--- config.mk ---
export PLATFORM = sky130hd
export DESIGN_NAME = rdtb_ram
export DESIGN_NICKNAME = d
export VERILOG_FILES = /design/src/hw/rtl/rdtb_ram.sv
export SDC_FILE = /design/constraint.sdc
export NUM_CORES = 2
export LEC_CHECK = 0
export BUFFER_PORTS_ARGS = -buffer_cell sky130_fd_sc_hd__buf_2
export CAP_MARGIN = 20
export CORE_MARGIN = 10
export CORE_UTILIZATION = 40
export DETAILED_ROUTE_END_ITERATION = 7
export PLACE_DENSITY = 0.6
export SLEW_MARGIN = 15
export SYNTH_ARGS = -nofsm -noshare
export SYNTH_HDL_FRONTEND = slang
export SYNTH_SLANG_ARGS = --single-unit
--- constraint.sdc ---
create_clock -name clk -period 2.44 [get_ports clk]
set_clock_uncertainty 0.05 [all_clocks]
set_input_delay 0.244 -clock clk [delete_from_list [all_inputs] [get_ports clk]]
set_output_delay 0.244 -clock clk [all_outputs]
set_load 0.1 [all_outputs]
--- src/hw/rtl/rdtb_ram.sv ---
// Generic single-port-write, single-port-read RAM with registered read data.
`default_nettype none

module rdtb_ram #(
  parameter int WIDTH = 8,
  parameter int DEPTH = 256
) (
  input  wire logic                     clk,
  input  wire logic                     we,
  input  wire logic [$clog2(DEPTH)-1:0] waddr,
  input  wire logic [WIDTH-1:0]         wdata,
  input  wire logic [$clog2(DEPTH)-1:0] raddr,
  output logic      [WIDTH-1:0]         rdata
);

  logic [WIDTH-1:0] mem [DEPTH];

  always_ff @(posedge clk) begin
    if (we) begin
      mem[waddr] <= wdata;
    end
    rdata <= mem[raddr];
  end

endmodule

`default_nettype wire

**Yosys cells after proc, flatten, opt, wreduce, memory -nomap -nowiden**

Memory sizes are Yosys's and may differ from the RTL's. A register that Yosys moved wholly into a read port is not among the register bits.
Cells that the tools add are included.

- Mux-type cells: 2

Operators by type and width:

| kind | number |
|---|---|
| $mux 1 | 2 |

- Memories: 1
- Output and inout bits: 8
- Flip-flop bits (word level): 0
- Logic and storage cells: 3
- Bits of input ports: 26
- RAM bits: 2048

Memories:

| name | words | bits a word | read ports | clocked after Yosys merged registers in | wr ports | RTL line | RTL |
|---|---|---|---|---|---|---|---|
| mem | 256 | 8 | 1 | 1 | 1 | 16 | `logic [WIDTH-1:0] mem [DEPTH];` |

**Longest topological paths before layout**

- Word-level depth: 2
- Mapped depth: 11
- Depth with buffers taken out: 6

**Worst setup path before layout**

OpenSTA, ideal clock, no wires.

- Path kind: in2reg
- From: in raddr[0]
- To: reg rdata[2], read port of mem
- Data arrival time: 2051 ps
- Library setup time: 131 ps
- Required time: 2259 ps
- Buffers on the path: 4
- Path slack: 208 ps
- Stages on the path: 9
- Path through: buf_6 > buf_12 > buf_8 > buf_2 > mux4_2 > a22oi_1 > a21oi_1 > nor4_1 > nor4_2

RTL lines:

| element | RTL line | RTL |
|---|---|---|
| start: declaration | 12 | `input wire logic [$clog2(DEPTH)-1:0] raddr,` |
| end: declaration | 13 | `output logic [WIDTH-1:0] rdata` |

==> results.sh <==
export IMPL_ff2ff_path_depth=8
export IMPL_syn_area_mm2=0.07956
export IMPL_grt_util_all_layers_pct=18.54
export IMPL_clock_latency_ns=0.86
export IMPL_synth_sequential_area_ratio_pct=77.50
export IMPL_syn_nets=3759
export IMPL_die_area_mm2=0.2171
export IMPL_period_share_pct=98.88
export IMPL_wirelength_um=203600
export IMPL_ys_warnings_count=0
export IMPL_start_util_pct=40.26
export IMPL_crit_type="register to register"
export IMPL_timing_rr_end="rdata[5]$_DFF_P_"
export IMPL_placedCellCount=6874
export IMPL_layout_nets=4479
export IMPL_slew_viol_final=0
export IMPL_nFillCells=16100
export IMPL_grt_ovfl_total=0
export IMPL_whs_path_depth=4
export IMPL_grt_max_degree=102
export IMPL_min_delay_start="waddr[0]"
export IMPL_start_kind="register"
export IMPL_multi_input_area_mm2=0.01672
export IMPL_tightest_slew_ns=0.8356
export IMPL_die_x_um=466.0
export IMPL_crit_arrival_ns=3.09
export IMPL_gp_congestion=0.8411
export IMPL_pin_count=34
export IMPL_netlist_instances=3733
export IMPL_antenna_left=0
export IMPL_root_buffer="clkbuf_16"
export IMPL_cts_tree="built"
export IMPL_viasPerCell=5.613
export IMPL_cpPeakStageDelay_ns=0.48
export IMPL_crit_path_frequent_cell="buf_4"
export IMPL_grt_pass1_wl_um=297500
export IMPL_htreeDepth=4
export IMPL_post_cts_setup_buffers=0
export IMPL_grt_pass1_vias=41490
export IMPL_worst_setup_path_end_kind="register"
export IMPL_post_route_min_period_ns=2.413
export IMPL_antenna_found_initial=9
export IMPL_dr_pass1_iters=5
export IMPL_setup_slack_ns=0.02725
export IMPL_drt_iter0_drc=4679
export IMPL_drc=0
export IMPL_numClockSinks=2056
export IMPL_drive_gt1_share_pct=32.66
export IMPL_slowest_stage="mux4_2"
export IMPL_hold_end="mem[159][3]$_DFFE_PP_"
export IMPL_critical_path_cell_chain="mux4_2 -> a22o_1 -> a221oi_4 -> buf_4 -> o221ai_2 -> a211oi_2 -> buf_4 -> nor4_1"
export IMPL_synth_cell_types=55
export IMPL_die_h_um=466.0
export IMPL_vias=40800
export IMPL_pre_cts_slack_ns=-1.212
export IMPL_timing_hold_ws_ns=0.08583
export IMPL_crit_cells=8
export IMPL_numCtsBuffers=206
export IMPL_leakagePower_nw=30.64
export IMPL_drv_cap=0
export IMPL_p_per_area_mw_per_mm2=777.6
export IMPL_avgSynthCellArea_um2=21.31
export IMPL_final_cells=7269
export IMPL_relSlewSlack_pct=44.29
export IMPL_wl_per_cell_um=28.01
export IMPL_crit_fanout=1
export IMPL_status="completed"
export IMPL_critPathTopFamily="compound AO/OA/AOI/OAI gates"
export IMPL_min_path_type="input port to register"
export IMPL_required_ns=3.11
export IMPL_ir_drop_uv=815.3
export IMPL_fin_util_pct=48.05
export IMPL_path_buf_inv=2
export IMPL_coreArea_mm2=0.1976
export IMPL_syn_to_final_growth_pct=19.36
export IMPL_fmax_mhz=414.5
export IMPL_path_clk_slew_ns=0.06
export IMPL_hold_viol=0
export IMPL_fp_row_count=163
export IMPL_power_mw=73.84
export IMPL_cts_max_path_buffers=3
export IMPL_io_buffers=33
export IMPL_reg2reg_from="mem[27][5]$_DFFE_PP_"
export IMPL_rrSetupSlack_ns=0.03
export IMPL_hpwlAfterDp_um=133200
export IMPL_rsz0062_at_grt="no"
export IMPL_synth_ff_latch_count=2056
export IMPL_seqCellArea_mm2=0.06166
export IMPL_setup_viol=0
-- cell usage in the layout, fill, tap and decap left out, types with 31 or more instances in the layout --
cell and count:
edfxtp_1 2048, buf_4 615, mux4_2 454, nor2_1 278
clkbuf_16 210, mux2i_1 134, a22oi_1 133, a21oi_1 96
buf_12 88, clkinv_1 55, clkbuf_1 49, o221ai_1 45
clkinv_2 39, nand2_1 33, nand3_1 31
-- kinds of logic after synthesis --
logic type | count (synthesis) | synth area share (%)
buffers and inverters | 235 | 1.831
multiplexers | 591 | 14.62
AO/OA/AOI/OAI | 385 | 3.419
flip-flops | 2056 | 77.50
AND/OR/NAND/NOR | 466 | 2.628
-- synthesized netlist by cell type, drive strengths merged --
cell,instances,share of area [%]
a2111oi,5,0.066
buf,122,1.3
nor3b,1,0.0094
o32ai,5,0.064
nor4,27,0.24
nor3,22,0.14
nor2b,31,0.24
and3,1,0.0079
a31oi,2,0.016
nand3,34,0.21
clkinv,1,0.0047
nor2,282,1.3
nand2b,8,0.063
or3b,1,0.011
o22ai,28,0.22
clkbuf,111,0.52
and2,6,0.047
nor4b,1,0.011
a21boi,1,0.0094
a22oi,133,1.3
a21oi,96,0.60
o311ai,1,0.011
mux2,1,0.014
inv,1,0.0047
mux2i,134,1.7
or2,4,0.031
o211ai,10,0.094
edfxtp,2048,77
o21ai,12,0.075
a311oi,2,0.022
and3b,2,0.022
dfxtp,8,0.20
a22o,8,0.088
or2b,1,0.0094
o22a,5,0.055
o221ai,47,0.53
nand4,10,0.079
a221oi,14,0.16
a211oi,16,0.15
mux4,456,13
nand3b,2,0.019
nand2,33,0.16
-- per-stage QoR --
step                 TNS, ns  instance area [um^2]
global route               0                 94950
CTS                 -0.07225                 94860
global placement      -6.574                 88120
detailed placement    -6.801                 88120
finish                     0                 94960
floorplan                  0                 79560
-- registers in the layout (all words and copies together), names as in the netlist --
register / flops
mem: 2048
rdata: 8
-- worst max-delay path by stage --
stage	from	to	slack, ns
global placement	raddr[0]	rdata[5]$_DFF_P_	-1.23
finish	mem[27][5]$_DFFE_PP_	rdata[5]$_DFF_P_	0.03
detailed placement	raddr[0]	rdata[5]$_DFF_P_	-1.21
global route	mem[27][5]$_DFFE_PP_	rdata[5]$_DFF_P_	0.002
floorplan	raddr[0]	rdata[2]$_DFF_P_	0.21
CTS	mem[27][5]$_DFFE_PP_	rdata[5]$_DFF_P_	-0.07
-- area by class of cell --
| cell class | instances | share of cell area (%) |
|---|---|---|
| sequential | 2056 | 64.93 |
| multi-input combinational | 1442 | 17.61 |
| timing repair buffer | 745 | 7.102 |
| clock buffer | 261 | 5.757 |
| tap | 2640 | 3.479 |
| clock inverter | 120 | 1.106 |
| inverter | 2 | 0.007906 |
| antenna | 3 | 0.007906 |
-- power by group --
group	internal, mW	switching (mW)
Sequential	38.9	0.0835
Clock	17.1	13.3
Combinational	1.71	2.65
Total	57.8	16.1
-- layer usage --
layer	vias up	track usage, %	part of all wire [%]
li1	17160	-	-
met1	21740	26.17	42
met2	1557	29.38	48
met3	346	3.309	7.1
met4	2	5.814	3.0
met5	-	0	0.0044
-- worst register-to-register path, stage by stage, from the launching register on --
cell      delay, ns
edfxtp_1       0.37
mux4_2         0.48
a22o_1         0.25
a221oi_4       0.29
buf_4          0.18
o221ai_2       0.11
a211oi_2       0.36
buf_4          0.18
nor4_1         0.04
-- repair_timing --
item | CTS | global route
pin swaps | 0 | 3
resized for setup | 19 | 11
setup endpoints to repair | 7 | 12
hold buffers | 11 | 0
hold endpoints to repair | 996 | 0
Note: power is estimated with default switching activity, not from simulation.
